<file path="src/design/mbrtu_pkg.sv">
// ----------------------------------------------------------------------------
// mbrtu_pkg
// Shared types, constants and the CRC-16 byte step of the Modbus RTU slave.
// ----------------------------------------------------------------------------
`default_nettype none

package mbrtu_pkg;

	// sizes
	localparam int FRAME_BYTES    = 16;
	localparam int HOLD_REGS      = 8;
	localparam int REPLY_OVERHEAD = 5;
	localparam int MAX_REPLY      = REPLY_OVERHEAD + 2 * HOLD_REGS;

	localparam int BUF_IDX_W = $clog2(FRAME_BYTES);
	localparam int CNT_W     = $clog2(FRAME_BYTES + 1);
	localparam int REG_IDX_W = $clog2(HOLD_REGS);
	localparam int QTY_W     = $clog2(HOLD_REGS + 1);
	localparam int KW        = $clog2(MAX_REPLY + 1);

	// protocol constants
	localparam logic [15:0] CRC_POLY  = 16'hA001;
	localparam logic [15:0] CRC_INIT  = 16'hFFFF;
	localparam logic [7:0]  FUNC_READ = 8'h03;

	// item kinds
	typedef enum logic [1:0] {
		CMD_BYTE  = 2'd0,
		CMD_TICK  = 2'd1,
		CMD_WRITE = 2'd2,
		CMD_NONE  = 2'd3
	} cmd_t;

	// configuration register indexes
	typedef enum logic [0:0] {
		CFG_SLAVE_ADDR = 1'b0,
		CFG_SILENCE    = 1'b1
	} cfg_idx_t;

	typedef struct packed {
		logic [1:0]  cmd;
		logic [7:0]  rx_byte;
		logic [2:0]  reg_index;
		logic [15:0] reg_value;
	} in_t;

	typedef struct packed {
		logic [7:0] tx_byte;
		logic       last;
	} out_t;

	// controller to datapath
	typedef struct packed {
		logic accept;
		logic check_step;
		logic frame_clear;
		logic reply_start;
		logic emit;
	} dp_cmd_t;

	// datapath to controller
	typedef struct packed {
		logic frame_end;
		logic walk_done;
		logic frame_ok;
		logic out_free;
		logic final_byte;
	} dp_status_t;

	// one byte through the reflected crc-16
	function automatic logic [15:0] crc_add(input logic [15:0] crc, input logic [7:0] b);
		logic [15:0] c;
		c = crc ^ {8'h00, b};
		for (int k = 0; k < 8; k++) begin
			if (c[0]) begin
				c = (c >> 1) ^ CRC_POLY;
			end else begin
				c = c >> 1;
			end
		end
		return c;
	endfunction

endpackage

`default_nettype wire

</file>
<file path="src/design/mbrtu_dp.sv">
// ----------------------------------------------------------------------------
// mbrtu_dp
// Frame buffer, holding registers, silence counter, crc unit and reply
// byte register of the Modbus RTU slave.
// ----------------------------------------------------------------------------
`default_nettype none

module mbrtu_dp (
	input  wire logic                 clk,
	input  wire logic                 arst_n,
	input  wire mbrtu_pkg::in_t       in_data,
	input  wire mbrtu_pkg::dp_cmd_t   cmd,
	input  wire logic                 cfg_we,
	input  wire logic [0:0]           cfg_index,
	input  wire logic [7:0]           cfg_wdata,
	input  wire logic                 out_ready,
	output logic                      out_valid,
	output mbrtu_pkg::out_t           out_data,
	output mbrtu_pkg::dp_status_t     status
);

	logic [7:0]  slave_addr_q;
	logic [7:0]  silence_ticks_q;
	logic [7:0]  frame_buf_q [mbrtu_pkg::FRAME_BYTES];
	logic [15:0] hold_q [mbrtu_pkg::HOLD_REGS];
	logic [mbrtu_pkg::CNT_W-1:0] count_q;
	logic [7:0]  silence_q;
	logic        out_valid_q;

	logic [15:0] crc_q;
	logic [mbrtu_pkg::CNT_W-1:0] walk_q;
	logic [mbrtu_pkg::KW-1:0]    k_q;
	logic [mbrtu_pkg::QTY_W-1:0] qty_q;
	mbrtu_pkg::out_t             out_data_q;

	logic [7:0]  silence_next;
	logic [15:0] qty_raw;
	logic [mbrtu_pkg::QTY_W-1:0] qty_clamped;
	logic [mbrtu_pkg::KW-1:0]    reply_len;
	logic [mbrtu_pkg::KW-1:0]    reg_off;
	logic [mbrtu_pkg::REG_IDX_W-1:0] reg_sel;
	logic        is_crc_lo;
	logic        is_crc_hi;
	logic [7:0]  reply_byte;
	logic [15:0] reg_word;

	// saturating silence increment, used by the end of frame detect
	assign silence_next = (silence_q == 8'hFF) ? silence_q : silence_q + 8'd1;

	// quantity from bytes 4 and 5, clamped to the register count
	assign qty_raw     = {frame_buf_q[4], frame_buf_q[5]};
	assign qty_clamped = (qty_raw > 16'(mbrtu_pkg::HOLD_REGS)) ?
		mbrtu_pkg::QTY_W'(mbrtu_pkg::HOLD_REGS) : qty_raw[mbrtu_pkg::QTY_W-1:0];

	// reply byte selection
	assign reply_len = mbrtu_pkg::KW'(mbrtu_pkg::REPLY_OVERHEAD)
		+ mbrtu_pkg::KW'(qty_q) + mbrtu_pkg::KW'(qty_q);
	assign is_crc_hi = (k_q == reply_len - mbrtu_pkg::KW'(1));
	assign is_crc_lo = (k_q == reply_len - mbrtu_pkg::KW'(2));
	assign reg_off   = k_q - mbrtu_pkg::KW'(3);
	assign reg_sel   = reg_off[mbrtu_pkg::REG_IDX_W:1];
	assign reg_word  = hold_q[reg_sel];

	always_comb begin
		priority if (k_q == mbrtu_pkg::KW'(0)) begin
			reply_byte = frame_buf_q[0];
		end else if (k_q == mbrtu_pkg::KW'(1)) begin
			reply_byte = mbrtu_pkg::FUNC_READ;
		end else if (k_q == mbrtu_pkg::KW'(2)) begin
			reply_byte = 8'({qty_q, 1'b0});
		end else if (is_crc_hi) begin
			reply_byte = crc_q[15:8];
		end else if (is_crc_lo) begin
			reply_byte = crc_q[7:0];
		end else if (!reg_off[0]) begin
			reply_byte = reg_word[15:8];
		end else begin
			reply_byte = reg_word[7:0];
		end
	end

	// status to the controller
	always_comb begin
		status.frame_end  = (mbrtu_pkg::cmd_t'(in_data.cmd) == mbrtu_pkg::CMD_TICK)
			&& (count_q != '0) && (silence_next >= silence_ticks_q);
		status.walk_done  = (walk_q == count_q);
		status.frame_ok   = (frame_buf_q[0] == slave_addr_q) && (crc_q == 16'h0000)
			&& (frame_buf_q[1] == mbrtu_pkg::FUNC_READ);
		status.out_free   = !out_valid_q || out_ready;
		status.final_byte = is_crc_hi;
	end

	// configuration, frame store, counters and holding registers
	always_ff @(posedge clk or negedge arst_n) begin
		if (!arst_n) begin
			slave_addr_q    <= 8'd1;
			silence_ticks_q <= 8'd9;
			count_q         <= '0;
			silence_q       <= '0;
			for (int i = 0; i < mbrtu_pkg::FRAME_BYTES; i++) begin
				frame_buf_q[i] <= '0;
			end
			for (int i = 0; i < mbrtu_pkg::HOLD_REGS; i++) begin
				hold_q[i] <= '0;
			end
		end else begin
			if (cfg_we) begin
				unique case (mbrtu_pkg::cfg_idx_t'(cfg_index))
					mbrtu_pkg::CFG_SLAVE_ADDR: slave_addr_q    <= cfg_wdata;
					mbrtu_pkg::CFG_SILENCE:    silence_ticks_q <= cfg_wdata;
					default: ;
				endcase
			end
			if (cmd.accept) begin
				unique case (mbrtu_pkg::cmd_t'(in_data.cmd))
					mbrtu_pkg::CMD_BYTE: begin
						if (count_q < mbrtu_pkg::CNT_W'(mbrtu_pkg::FRAME_BYTES)) begin
							frame_buf_q[count_q[mbrtu_pkg::BUF_IDX_W-1:0]] <= in_data.rx_byte;
							count_q <= count_q + mbrtu_pkg::CNT_W'(1);
						end
						silence_q <= '0;
					end
					mbrtu_pkg::CMD_TICK: begin
						if (count_q != '0) begin
							silence_q <= silence_next;
						end
					end
					mbrtu_pkg::CMD_WRITE: begin
						if (int'(in_data.reg_index) < mbrtu_pkg::HOLD_REGS) begin
							hold_q[in_data.reg_index[mbrtu_pkg::REG_IDX_W-1:0]] <=
								in_data.reg_value;
						end
					end
					mbrtu_pkg::CMD_NONE: ;
					default: ;
				endcase
			end
			if (cmd.frame_clear) begin
				count_q   <= '0;
				silence_q <= '0;
			end
		end
	end

	// crc walk over the stored frame, then reply sequencing
	always_ff @(posedge clk) begin
		if (cmd.accept) begin
			crc_q  <= mbrtu_pkg::CRC_INIT;
			walk_q <= '0;
		end else if (cmd.check_step) begin
			crc_q  <= mbrtu_pkg::crc_add(crc_q, frame_buf_q[walk_q[mbrtu_pkg::BUF_IDX_W-1:0]]);
			walk_q <= walk_q + mbrtu_pkg::CNT_W'(1);
		end else if (cmd.reply_start) begin
			crc_q <= mbrtu_pkg::CRC_INIT;
			k_q   <= '0;
			qty_q <= qty_clamped;
		end else if (cmd.emit) begin
			if (!is_crc_lo && !is_crc_hi) begin
				crc_q <= mbrtu_pkg::crc_add(crc_q, reply_byte);
			end
			k_q <= k_q + mbrtu_pkg::KW'(1);
		end
	end

	// output word register
	always_ff @(posedge clk or negedge arst_n) begin
		if (!arst_n) begin
			out_valid_q <= 1'b0;
		end else if (cmd.emit) begin
			out_valid_q <= 1'b1;
		end else if (out_ready) begin
			out_valid_q <= 1'b0;
		end
	end

	always_ff @(posedge clk) begin
		if (cmd.emit) begin
			out_data_q.tx_byte <= reply_byte;
			out_data_q.last    <= is_crc_hi;
		end
	end

	assign out_valid = out_valid_q;
	assign out_data  = out_data_q;

endmodule

`default_nettype wire

</file>
<file path="src/design/mbrtu_ctrl.sv">
// ----------------------------------------------------------------------------
// mbrtu_ctrl
// Sequencer of the Modbus RTU slave: idle, frame check, reply.
// ----------------------------------------------------------------------------
`default_nettype none

module mbrtu_ctrl (
	input  wire logic                  clk,
	input  wire logic                  arst_n,
	input  wire logic                  in_valid,
	output logic                       in_ready,
	input  wire mbrtu_pkg::dp_status_t status,
	output mbrtu_pkg::dp_cmd_t         cmd
);

	typedef enum logic [2:0] {
		ST_IDLE  = 3'b001,
		ST_CHECK = 3'b010,
		ST_REPLY = 3'b100
	} state_t;

	state_t state_q;
	state_t state_d;

	// next state and datapath commands
	always_comb begin
		state_d = state_q;
		cmd     = '0;
		in_ready = 1'b0;
		unique case (state_q)
			ST_IDLE: begin
				in_ready   = 1'b1;
				cmd.accept = in_valid;
				if (in_valid && status.frame_end) begin
					state_d = ST_CHECK;
				end
			end
			ST_CHECK: begin
				if (!status.walk_done) begin
					cmd.check_step = 1'b1;
				end else begin
					cmd.frame_clear = 1'b1;
					if (status.frame_ok) begin
						cmd.reply_start = 1'b1;
						state_d = ST_REPLY;
					end else begin
						state_d = ST_IDLE;
					end
				end
			end
			ST_REPLY: begin
				if (status.out_free) begin
					cmd.emit = 1'b1;
					if (status.final_byte) begin
						state_d = ST_IDLE;
					end
				end
			end
			default: begin
				state_d = ST_IDLE;
			end
		endcase
	end

	// state register
	always_ff @(posedge clk or negedge arst_n) begin
		if (!arst_n) begin
			state_q <= ST_IDLE;
		end else begin
			state_q <= state_d;
		end
	end

endmodule

`default_nettype wire

</file>
<file path="src/design/modbus_rtu_read_holding_slave.sv">
// ----------------------------------------------------------------------------
// modbus_rtu_read_holding_slave
// Modbus RTU slave answering function 3 (read holding registers).
// ----------------------------------------------------------------------------
// Input words carry one of: a received line byte, a silence timer tick, or a
// holding register write. Output words are the reply bytes, with last set on
// the crc high byte. Both channels use valid/ready; config is a plain write
// port (index 0 slave address, index 1 silence tick count) used while idle.
//
// A byte, write or non-final tick is taken while idle. The tick that ends a
// frame starts a crc walk over each stored byte (up to 16) through a byte-wide
// crc register, then the frame is checked and cleared. An answered frame then
// emits 5 + 2*quantity bytes, one per cycle while the receiver keeps ready
// high; the reply crc runs through the same register as bytes leave.
// Input is held off (in_ready low) during check and reply. A stalled receiver
// holds the reply sequencer; the final reply byte may still wait in the
// output register while new input words are taken.
// Reset clears the frame buffer, holding registers, byte and silence counters
// and loads slave address 1 and silence count 9; no clearing pass is needed.
// ----------------------------------------------------------------------------
`default_nettype none

module modbus_rtu_read_holding_slave (
	input  wire logic            clk,
	input  wire logic            arst_n,
	input  wire logic            in_valid,
	output logic                 in_ready,
	input  wire mbrtu_pkg::in_t  in_data,
	output logic                 out_valid,
	input  wire logic            out_ready,
	output mbrtu_pkg::out_t      out_data,
	input  wire logic            cfg_we,
	input  wire logic [0:0]      cfg_index,
	input  wire logic [7:0]      cfg_wdata
);

	mbrtu_pkg::dp_cmd_t    dp_cmd;
	mbrtu_pkg::dp_status_t dp_status;

	// sequencer
	mbrtu_ctrl u_ctrl (
		.clk      (clk),
		.arst_n   (arst_n),
		.in_valid (in_valid),
		.in_ready (in_ready),
		.status   (dp_status),
		.cmd      (dp_cmd)
	);

	// frame store, crc and reply path
	mbrtu_dp u_dp (
		.clk       (clk),
		.arst_n    (arst_n),
		.in_data   (in_data),
		.cmd       (dp_cmd),
		.cfg_we    (cfg_we),
		.cfg_index (cfg_index),
		.cfg_wdata (cfg_wdata),
		.out_ready (out_ready),
		.out_valid (out_valid),
		.out_data  (out_data),
		.status    (dp_status)
	);

endmodule

`default_nettype wire
</file>
<file path="config.mk">
export PLATFORM = sky130hd
export DESIGN_NAME = modbus_rtu_read_holding_slave
export DESIGN_NICKNAME = d
export VERILOG_FILES = /design/src/design/mbrtu_pkg.sv /design/src/design/mbrtu_dp.sv /design/src/design/mbrtu_ctrl.sv /design/src/design/modbus_rtu_read_holding_slave.sv
export SDC_FILE = /design/constraint.sdc
export NUM_CORES = 1
export LEC_CHECK = 0
export ABC_AREA = 1
export BUFFER_PORTS_ARGS = -buffer_cell sky130_fd_sc_hd__buf_2
export CORE_MARGIN = 4
export CORE_UTILIZATION = 60
export CTS_CLUSTER_SIZE = 14
export DETAILED_ROUTE_END_ITERATION = 10
export PLACE_DENSITY = 0.88
export SETUP_SLACK_MARGIN = 0.1
export SLEW_MARGIN = 20
export SYNTH_ARGS = -nofsm -noshare
export SYNTH_HDL_FRONTEND = slang
export SYNTH_SLANG_ARGS = --single-unit
</file>
<file path="constraint.sdc">
create_clock -name clk -period 3.6 [get_ports clk]
set_input_delay 0.54 -clock clk [delete_from_list [all_inputs] [get_ports clk]]
set_output_delay 0.54 -clock clk [all_outputs]
set_load 0.02 [all_outputs]
</file>
# --- Word level (Yosys, flattened, before mapping) ---
# Index checks and enable logic that the tools add are counted.
word_totals:
  wordCells: 244
  input_bits: 43
  regBits: 328
  output_inout_bits: 11
op_classes:
  bitwise_logic: 25
  n_lt_le_gt_ge: 9
  eq_ne: 18
  mux: 113
  reduce_logical: 34
  addsub: 9
ops:
  columns: ["cell", "n"]
  rows:
  - ["$mux W16", 72]
  - ["$bwmux W128", 2]
  - ["$mux W8", 13]
  - ["$bmux W16 S3", 1]
  - ["$demux W16 S3", 1]
  - ["$not A2 Y3", 16]
  - ["$bmux W8 S4", 1]
  - ["$demux W8 S4", 1]
  - ["$xor A16 B8 Y16", 2]
  - ["$mux W5", 5]
  - ["$mux W3", 6]
  - ["$gt A16 B4 Y1 const B", 1]
  - ["$logic_not A16 Y1", 1]
  - ["$pmux W8 S2", 1]
  - ["$add A5 B1 Y5 const B", 3]
  - ["$eq A5 B5 Y1", 3]
  - ["$reduce_and A3 Y1", 5]
  - ["$ge A5 B5 Y1 const B", 2]
  - ["$not A4 Y5", 2]
  - ["$reduce_bool A2 Y1", 5]
  - ["$pmux W3 S3", 1]
  - ["$reduce_bool A3 Y1", 3]
  - ["$add A8 B1 Y8 const B", 1]
  - ["$eq A8 B2 Y1 const B", 1]
  - ["other kinds (34)", 59]

# --- Logic depth before layout (Yosys ltp) ---
# Gate-level depths: netlist of run 1.
logic_depth:
  word_depth: 67
  mapped_depth: 29
  ltp_nobuf: 26

# --- Cells and area by module ---
# Synthesis of run 1 repeated with hierarchy kept, for this count alone.
unflattened:
  hier_cells: 2127
  area_unflattened_um2: 16758.6
modules_own_cells:
  columns: ["module", "cells_per_inst", "seq_area_each_um2", "area_each_um2", "n_inst"]
  rows:
  - ["mbrtu_dp", 2091, 8121.5, 16532.1, 1]
  - ["mbrtu_ctrl", 36, 76.3, 226.5, 1]

# --- Worst setup path after synthesis of run 1 ---
# Ideal clock, no wire load.
synth_timing:
  path_type: "register to register"
  from: "register u_dp.k_q[0] (netlist name)"
  to: "register u_dp.crc_q[0]"
  path_stages_with_launch: 28
  setup_ns: 0.115
  setup_slack_ns: 0.614
  arrival_ns: 2.872
  n_path_buf: 3
  path_cell_list: "edfxtp_1 > buf_4 > inv_1 > buf_4 > ha_1 > inv_2 > clkbuf_1 > nor2_1 > o21ai_0 > nand3_1 > nand3_1 > nand3_1 > nand2_1 > nand2_1 > nand2_1 > nand2_2 > nand2_1 > nand2_1 > nand2_1 > nand3_1 > nand2_2 > inv_2 > nand2_2 > nand3_1 > nand3_1 > nand3_1 > nand2_1 > nand2_1"
synth_via:
  word_cells_on_any_way: 76
synth_rtl:
  columns: ["element", "line_no", "source"]
  rows:
  - ["from (decl)", "mbrtu_dp.sv:32", "logic [mbrtu_pkg::KW-1:0] k_q;"]
  - ["from (signal assigned)", "mbrtu_dp.sv:161", "k_q <= k_q + mbrtu_pkg::KW'(1);"]
  - ["$sub A4 B2 Y4 (*)", "mbrtu_dp.sv:60", "assign reg_off = k_q - mbrtu_pkg::KW'(3);"]
  - ["via u_dp.reg_off (one bit)", "mbrtu_dp.sv:40", "logic [mbrtu_pkg::KW-1:0] reg_off;"]
  - ["$mux W8 (*)", "mbrtu_dp.sv:75", "end else if (!reg_off[0]) begin"]
  - ["$mux W8 (*)", "mbrtu_dp.sv:73", "end else if (is_crc_lo) begin"]
  - ["$mux W8 (*)", "mbrtu_dp.sv:71", "end else if (is_crc_hi) begin"]
  - ["$mux W8 (*)", "mbrtu_dp.sv:69", "end else if (k_q == mbrtu_pkg::KW'(2)) begin"]
  - ["$mux W8 (*)", "mbrtu_dp.sv:67", "end else if (k_q == mbrtu_pkg::KW'(1)) begin"]
  - ["$mux W8 (*)", "mbrtu_dp.sv:65", "priority if (k_q == mbrtu_pkg::KW'(0)) begin"]
  - ["(+41 left out)", null, null]
  - ["$mux W16 (*)", "mbrtu_dp.sv:153", "end else if (cmd.reply_start) begin"]
  - ["$mux W16 (*)", "mbrtu_dp.sv:150", "end else if (cmd.check_step) begin"]
  - ["$mux W16 (*)", "mbrtu_dp.sv:147", "if (cmd.accept) begin"]
  - ["$mux W16 (*)", "mbrtu_pkg.sv:75", "if (c[0]) begin"]
  - ["$mux W16 (*)", "mbrtu_dp.sv:158", "if (!is_crc_lo && !is_crc_hi) begin"]
  - ["$mux W16 (*)", "mbrtu_dp.sv:157", "end else if (cmd.emit) begin"]
  - ["$mux W16 (*)", "mbrtu_dp.sv:153", null]
  - ["$mux W16 (*)", "mbrtu_dp.sv:150", null]
  - ["to (signal assigned)", "mbrtu_dp.sv:151", "crc_q <= mbrtu_pkg::crc_add(crc_q, frame_buf_q[walk_q[mbrtu_pkg::BUF_IDX_W-1:0]]);"]
  - ["to (signal assigned)", "mbrtu_dp.sv:154", "crc_q <= mbrtu_pkg::CRC_INIT;"]
  - ["to (signal assigned)", "mbrtu_dp.sv:159", "crc_q <= mbrtu_pkg::crc_add(crc_q, reply_byte);"]
  - ["to (decl)", "mbrtu_dp.sv:30", "logic [15:0] crc_q;"]
# The timed path passes the listed nets; every way through them passes the cells marked *. The select of a mux whose other input is x is not followed.
# A chain may end at the register's enable or synchronous reset.

# --- Worst setup path in the final report of run 1 ---
layout_timing:
  from: "register u_dp.qty_q[0] (netlist name)"
  to: "register u_dp.crc_q[12]"
layout_via:
  elab_chain_len: 59
  word_cells_on_any_way: 71
layout_lines:
  columns: ["element", "line_no", "source"]
  rows:
  - ["from (decl)", "mbrtu_dp.sv:33", "logic [mbrtu_pkg::QTY_W-1:0] qty_q;"]
  - ["from (signal assigned)", "mbrtu_dp.sv:156", "qty_q <= qty_clamped;"]
  - ["$add A3 B4 Y5", "mbrtu_dp.sv:57", "+ mbrtu_pkg::KW'(qty_q) + mbrtu_pkg::KW'(qty_q);"]
  - ["$add A5 B4 Y5", "mbrtu_dp.sv:57", null]
  - ["$sub A5 B2 Y5", "mbrtu_dp.sv:59", "assign is_crc_lo = (k_q == reply_len - mbrtu_pkg::KW'(2));"]
  - ["$eq A5 B5 Y1", "mbrtu_dp.sv:59", null]
  - ["$mux W8", "mbrtu_dp.sv:73", null]
  - ["$mux W8", "mbrtu_dp.sv:71", null]
  - ["$mux W8", "mbrtu_dp.sv:69", null]
  - ["$mux W8", "mbrtu_dp.sv:67", null]
  - ["(+43 left out)", null, null]
  - ["$mux W16", "mbrtu_dp.sv:153", null]
  - ["$mux W16", "mbrtu_dp.sv:150", null]
  - ["$mux W16", "mbrtu_dp.sv:147", null]
  - ["$mux W16", "mbrtu_pkg.sv:75", null]
  - ["$mux W16", "mbrtu_dp.sv:158", null]
  - ["$mux W16", "mbrtu_dp.sv:157", null]
  - ["$mux W16", "mbrtu_dp.sv:153", null]
  - ["$mux W16", "mbrtu_dp.sv:150", null]
# Several ways; a longest one is shown, not always the timed one. The select of a mux whose other input is x is not followed.

==> reports/results.txt, run 1 <==
Worst r2r dst - u_dp.crc_q[12]
Die area - 30600 um^2
DRT met1 WL - 18500 um
Synth area leaders - dfrtp_1, nand2_1, o21ai_0
Initial Util - 61.5%
Area Growth Syn to Fin - 10.7%
Number of setup violations in the final report - 0
Yosys reg bits - 328
Logic pwr share - 27.6%
Drt drc - 0
Placeable Area - 27200 um^2
Worst slew pin tran - 0.920 ns
Row cnt - 60
Antenna Nets Post-Route - 0
Final RePlAce weighted congestion - 0.989
CTS H-Tree Depth - 2
Sequential share of the synthesized area - 49.1%
Final period util - 89.7%
Post-synth cell types - 47
Clock Power Share - 31.3%
Layout cells sized above 1 - 9.05%
Via count of the routed design - 15.6k
Switch Pwr - 3940 uW
Largest fanout on the critical path - 11
Hold/Removal Path Class - primary input to async pin
Worst Setup End Kind - flip-flop
Most frequent cell after synthesis - nand2_1
Maxcap violations - 0
TritonCTS Buffers - 36
Status - complete, no violations
Final Power - 11400 uW
Synth async-reset ratio - 88.1%
Power density over cell area - 615 nW/um^2
Drt pass-1 iters - 6
Largest net degree at the start of global routing - 124
First-pass GRT wire length - 75200 um
Final Hold Fails - 0
Clk_lat worst skew - 0.52 ns
Top-area cell type share of the netlist area - 42.7%
Post-DP HPWL - 29600 um
Pre-CTS setup slack - 0.338 ns
DIE WIDTH - 175 um
PortBufs - 53
Fmax - 0.310 GHz
Fillers - 2122
Metal2 WL - 21600 um
Routed WL - 46700 um
Initial antenna violation count - 0
Mean post-synth cell area - 7.72 um^2
R2R cell count - 15
Fin worst setup slack - 0.372 ns
First DRT Iteration DRCs - 1984
Gr usage total - 29.8%
Synth area leader - dfrtp_1
Worst path required time - 3.96 ns
CTS Sinks - 328
EDFF count, synth - 18
Internal - 7430 uW
Leakage - 0.00889 uW
Worst reg2reg startpoint - u_dp.qty_q[0]
Critical Path End - u_dp.crc_q[12]
Overflow after GRT - 0
Worst-path clk slew - 0.06 ns
Mapped Cells - 2163
VDD IR max - 0.482 mV
Unrepaired setup endpoints after global routing - false
Rel. slew slack - 38.7%
DR WL/cell - 18.1 um
Reg power frac - 41.1%
Ys Warns - 0
Slew Limit Fails - 0
Syn Nets - 2227
Synth cell count leaders - nand2_1, o21ai_0, dfrtp_1
Met3 wire length - 4850 um
Critical Setup Path Class - flip-flop to flip-flop
Setup crit start kind - flip-flop
DR top layer - met4
Antenna Cells - 0
Min Clock Period, post-route - 3.23 ns
Final net count - 2247
WHS - 0.125 ns
Chip height - 175 um
CTS tree - built
Number of global-route vias before repair - 14.8k
IO Pins - 54
Layout Skew - 0.0294 ns
CTS max path bufs - 3
Critical path arrival - 3.59 ns
Finished Core Util - 68.1%
Main flop type after synthesis - dfrtp_1
DR vias/cell - 6.06
Setup TNS - 0 ns
Clk root buf - clkbuf_16
Reg2reg setup slack - 0.37 ns
Mapped cell area - 16700 um^2
Setup crit start - u_dp.qty_q[0]
Sw frac - 34.6%
-- critical path: stages (launching register included) --
cell and delay [ns]:
edfxtp_1 0.49, inv_1 0.13, ha_1 0.33, nor2_1 0.04, nor2_1 0.15, nand3_1 0.14
nor2_4 0.19, nand3_4 0.19, nand2_1 0.14, o21ai_1 0.10, o21ai_2 0.24, nand3_1 0.10
nand2_1 0.15, nor2_1 0.05, o311ai_0 0.50, o211ai_1 0.15
-- worst min-delay path by stage --
stage,to,start
after global placement,u_dp.frame_buf_q[72],u_dp.frame_buf_q[72]
after global routing,u_dp.hold_q[54],arst_n
after floorplan,u_ctrl.state_q[1],arst_n
final,u_dp.hold_q[54],arst_n
after detailed placement,u_dp.frame_buf_q[12],u_dp.frame_buf_q[12]
after CTS,u_dp.frame_buf_q[77],arst_n
-- timing repair --
action                                  in CTS  in global routing
hold buffers                                 0                  0
buffers inserted                             0                  1
gates resized for setup                      0                 11
endpoints found under the setup margin       0                  4
-- placed cells by master, fill, tap and decap left out, types with 18 or more instances in the layout --
cell         n
a21oi_1     41
buf_2       52
buf_4       29
clkbuf_16   40
dfrtp_1    285
dfxtp_1     20
edfxtp_1    18
ha_1        20
inv_1      161
nand2_1    615
nand2_2     20
nand3_1    131
nand4_1     24
nor2_1     174
o211ai_1    35
o21ai_0    377
o21ai_1     22
o22ai_1     22
-- power groups by stage --
stage	clock, uW	combinational (uW)	sequential (uW)
after floorplan	0	2320	4580
after global placement	0	2940	4680
after detailed placement	0	3040	4690
after CTS	3570	3090	4640
after global routing	3750	3550	4710
final	3560	3140	4670
-- state kept, by name, summed over array words and instances (netlist names) --
| name | flops |
|---|---|
| u_dp.qty_q | 4 |
| u_dp.crc_q | 16 |
| u_dp.out_valid | 1 |
| u_dp.k_q | 5 |
| u_dp.silence_ticks_q | 8 |
| u_dp.out_data | 9 |
| u_ctrl.state_q | 3 |
| u_dp.count_q | 5 |
| u_dp.slave_addr_q | 8 |
| u_dp.frame_buf_q | 128 |
| u_dp.hold_q | 128 |
| u_dp.silence_q | 8 |
| u_dp.walk_q | 5 |
-- cell families (layout without fill, tap and decap cells) --
kind of cell | after synthesis | after routing | share of synthesized area [%]
buf+inv | 279 | 325 | 6.91
fa+ha+maj | 21 | 21 | 1.57
simple gates | 1006 | 1006 | 25.1
xor+xnor | 18 | 18 | 0.989
compound gates | 511 | 511 | 16.4
flops | 328 | 328 | 49.1
-- stage by stage --
stage          cells  instance area (um^2)
4_1_cts         2578                 18400
5_1_grt         2581                 18500
6_report        2581                 18500
2_1_floorplan   2163                 16700
3_3_place_gp    2514                 17200
3_5_place_dp    2514                 17200
-- area by class of cell --
cell class	count	area [um^2]	share of cell area [%]
Sequential cell	328	8200	44.3
Multi-Input combinational cell	1556	7390	39.9
Clock buffer	58	1100	5.93
Timing Repair Buffer	90	658	3.56
Inverter	171	649	3.51
Tap cell	372	465	2.52
Clock inverter	6	41.3	0.223
-- per-layer routing --
layer | vias to the layer above | track usage (%)
li1 | 7174 | -
met1 | 7405 | 41.0
met2 | 898 | 47.0
met3 | 165 | 6.51
met4 | 0 | 11.4
met5 | - | 0
(Power assumes the default switching activity.)
==> inputs of run 2 (changes only) <==
Settings changed: SYNTH_HIERARCHICAL set to 1.
==> run 2 against run 1 <==
Against the previous run:
- combinational power decreased by 69%
- fmax decreased by 2.6%
- hold slack got worse by 0.075 ns
- synthesized cell count decreased by 1.7%
- first-iteration DRC count decreased by 4.2%
- count of clock-buffer cells in the layout decreased by 6
- utilization about the same
- clock power increased by 3%
- sequential cell count unchanged
- wire length decreased by 2.4%
- power decreased by 21%
- clock skew decreased by 0.0029 ns
- largest cell class unchanged
- highest routed layer unchanged
==> reports/results.txt, run 2 <==
Maxcap violations - 0 (unchanged)
Final net count - 2216 (-1.4%)
Mapped cell area - 16800 um^2 (+0.33%)
Layout cells sized above 1 - 10.7% (+1.6 points)
Logic pwr share - 10.8% (-17 points)
Initial antenna violation count - 0 (unchanged)
DIE WIDTH - 175 um (+0.16%)
Most frequent cells in the layout - nand2_1, o21ai_0, dfrtp_1
Min Clock Period, post-route - 3.31 ns (+0.0859 ns)
Mean post-synth cell area - 7.88 um^2 (+2.0%)
First DRT Iteration DRCs - 1900 (-4.2%)
Area Growth Syn to Fin - 10.7% (about the same)
Unrepaired setup endpoints after global routing - false
Hold/Removal Path Class - primary input to async pin
Sequential share of the synthesized area - 48.9% (-0.16 points)
Post-synth cell types - 49 (+4.3%)
TritonCTS Buffers - 36 (unchanged)
Storage cell area - 8200 um^2 (unchanged)
Critical path arrival - 3.72 ns (+0.13 ns)
CTS Sinks - 328 (unchanged)
Routed WL - 45500 um (-2.4%)
Layout Skew - 0.0265 ns (-0.00294 ns)
First-pass GRT wire length - 73600 um (-2.1%)
Slew Limit Fails - 0 (unchanged)
Internal - 6650 uW (-10%)
Most common cell after layout, fill and taps aside - nand2_1
Antenna Cells - 0 (unchanged)
Via count of the routed design - 15.4k (-1.5%)
Mapped Cells - 2127 (-1.7%)
Synth async-reset ratio - 88.1% (unchanged)
R2R cell count - 22 (+7)
EDFF count, synth - 18 (unchanged)
Row cnt - 60 (unchanged)
Drt pass-1 iters - 6 (unchanged)
Number of global-route vias before repair - 14.6k (-1.7%)
DR vias/cell - 6.04 (-0.29%)
Power density over cell area - 485 nW/um^2 (-21%)
Critical Setup Path Class - flip-flop to flip-flop
VDD IR max - 0.429 mV (-11%)
Initial Util - 61.5% (about the same)
DR WL/cell - 17.9 um (-1.3%)
Worst slew pin tran - 0.728 ns (-0.192 ns)
Most frequent cell after synthesis - nand2_1
Gr usage total - 28.9% (-0.97 points)
Fillers - 2082 (-1.9%)
Reg power frac - 48.5% (+7.4 points)
Overflow after GRT - 0 (unchanged)
Number of setup violations in the final report - 0 (unchanged)
Chip height - 175 um (+0.16%)
Switch Pwr - 2340 uW (-41%)
IO Pins - 54 (unchanged)
Clock Power Share - 40.7% (+9.4 points)
Status - complete, no violations
Post-DP HPWL - 29200 um (-1.3%)
Synth area leader - dfrtp_1
Top-area cell type share of the netlist area - 42.6% (-0.14 points)
Rel. slew slack - 51.5% (+13 points)
Yosys reg bits - 328 (unchanged)
Finished Core Util - 68.1% (about the same)
Largest fanout on the critical path - 16 (+5)
Worst Setup End Kind - flip-flop
Synth cell count leaders - nand2_1, o21ai_0, dfrtp_1
Leakage - 0.00895 uW (+0.70%)
Final RePlAce weighted congestion - 1.02 (+3.2%)
Clk root buf - clkbuf_16
PortBufs - 53 (unchanged)
CTS tree - built
Drt drc - 0 (unchanged)
CTS H-Tree Depth - 2 (unchanged)
Largest net degree at the start of global routing - 114 (-8.1%)
Placeable Area - 27300 um^2 (+0.28%)
Setup crit start kind - flip-flop
Antenna Nets Post-Route - 0 (unchanged)
Main flop type after synthesis - dfrtp_1
Worst path required time - 4.01 ns (+0.05 ns)
Fmax - 0.302 GHz (-2.6%)
Biggest regs - u_dp/frame_buf_q (128), u_dp/hold_q (128), u_dp/crc_q (16)
Clk_lat worst skew - 0.53 ns (about the same)
Final Hold Fails - 0 (unchanged)
Worst-path clk slew - 0.06 ns (about the same)
Die area - 30700 um^2 (+0.31%)
Area of the multi-input gates - 7400 um^2 (+0.14%)
Syn Nets - 2191 (-1.6%)
CTS max path bufs - 3 (unchanged)
Synth area leaders - dfrtp_1, nand2_1, o21ai_0
Ys Warns - 6 (+6)
Sw frac - 26.0% (-8.6 points)
Setup TNS - 0 ns (unchanged)
Final period util - 92.1% (+2.4 points)
run 2: what timing repair did:
item	CTS	global route
hold buffers	0	0
setup endpoints to repair	0	10
gates resized for setup	0	12
buffers inserted	0	3
run 2: worst paths after layout:
check / endpoint / slack, ns / start
min: u_dp/hold_q[38] / 0.05 / arst_n
min reg2reg: u_dp/frame_buf_q[52] / 0.48 / u_dp/frame_buf_q[52]
max in group asynchronous: u_dp/slave_addr_q[7] / 2.48 / arst_n
max: u_dp/crc_q[0] / 0.29 / u_dp/walk_q[0]
min in group clk: u_dp/silence_ticks_q[0] / 0.28 / cfg_wdata[0]
max reg2reg: u_dp/crc_q[0] / 0.29 / u_dp/walk_q[0]
run 2: kinds of logic after synthesis:
logic type	after synthesis	synth area share [%]
xor+xnor	24	1.43
fa+ha+maj	21	1.57
simple gates	971	24.5
buf+inv	268	7.13
compound gates	515	16.4
flops	328	48.9
run 2: cell type report:
cell class                      count  share of cell area, %
Sequential cell                   328                   44.2
Multi-Input combinational cell   1531                   39.9
Timing Repair Buffer               95                   3.75
Clock buffer                       52                   5.61
Tap cell                          372                   2.51
Clock inverter                     12                  0.708
Inverter                          160                   3.37
run 2: per-stage QoR:
stage                     cells  hold slack (ns)  cell area [um^2]  power, uW  setup slack [ns]
after CTS                  2545           0.0613             18400       9010             0.148
after global placement     2481            0.459             17300       5300             0.274
after global routing       2550           0.0943             18600       9410            0.0299
final                      2550           0.0500             18600       8990             0.286
after detailed placement   2481            0.469             17300       5370             0.225
after floorplan            2127            0.244             16800       5020             0.733
run 2: power by group through the flow:
stage / registers [uW] / clock network (uW) / logic (uW)
4_1_cts: 4350 / 3690 / 963
2_1_floorplan: 4350 / 0 / 672
3_5_place_dp: 4410 / 0 / 957
5_1_grt: 4410 / 3870 / 1140
6_report: 4360 / 3660 / 972
3_3_place_gp: 4400 / 0 / 901
run 2: critical path: stages (launching register included):
cell and delay, ns:
dfxtp_2 0.59, buf_4 0.30, nor2_1 0.08, nor2_1 0.10
o21ai_0 0.12, o211ai_1 0.16, nand3_1 0.20, o21ai_2 0.16
xor2_2 0.25, xor2_1 0.32, nand2_1 0.11, nand3_2 0.10
nand2_1 0.07, nand2_2 0.07, nand2_2 0.06, nand2_2 0.07
nand2_1 0.07, nand2_1 0.06, nand3_1 0.07, nand2_1 0.08
inv_1 0.04, nand2_1 0.06, nand2_1 0.04
run 2: routing by layer:
| layer | share of wire (%) | GRT usage, % |
|---|---|---|
| met4 | 2.9 | 9.13 |
| met3 | 10 | 5.63 |
| met2 | 46 | 45.2 |
| met5 | 0 | 0 |
| met1 | 41 | 41.0 |
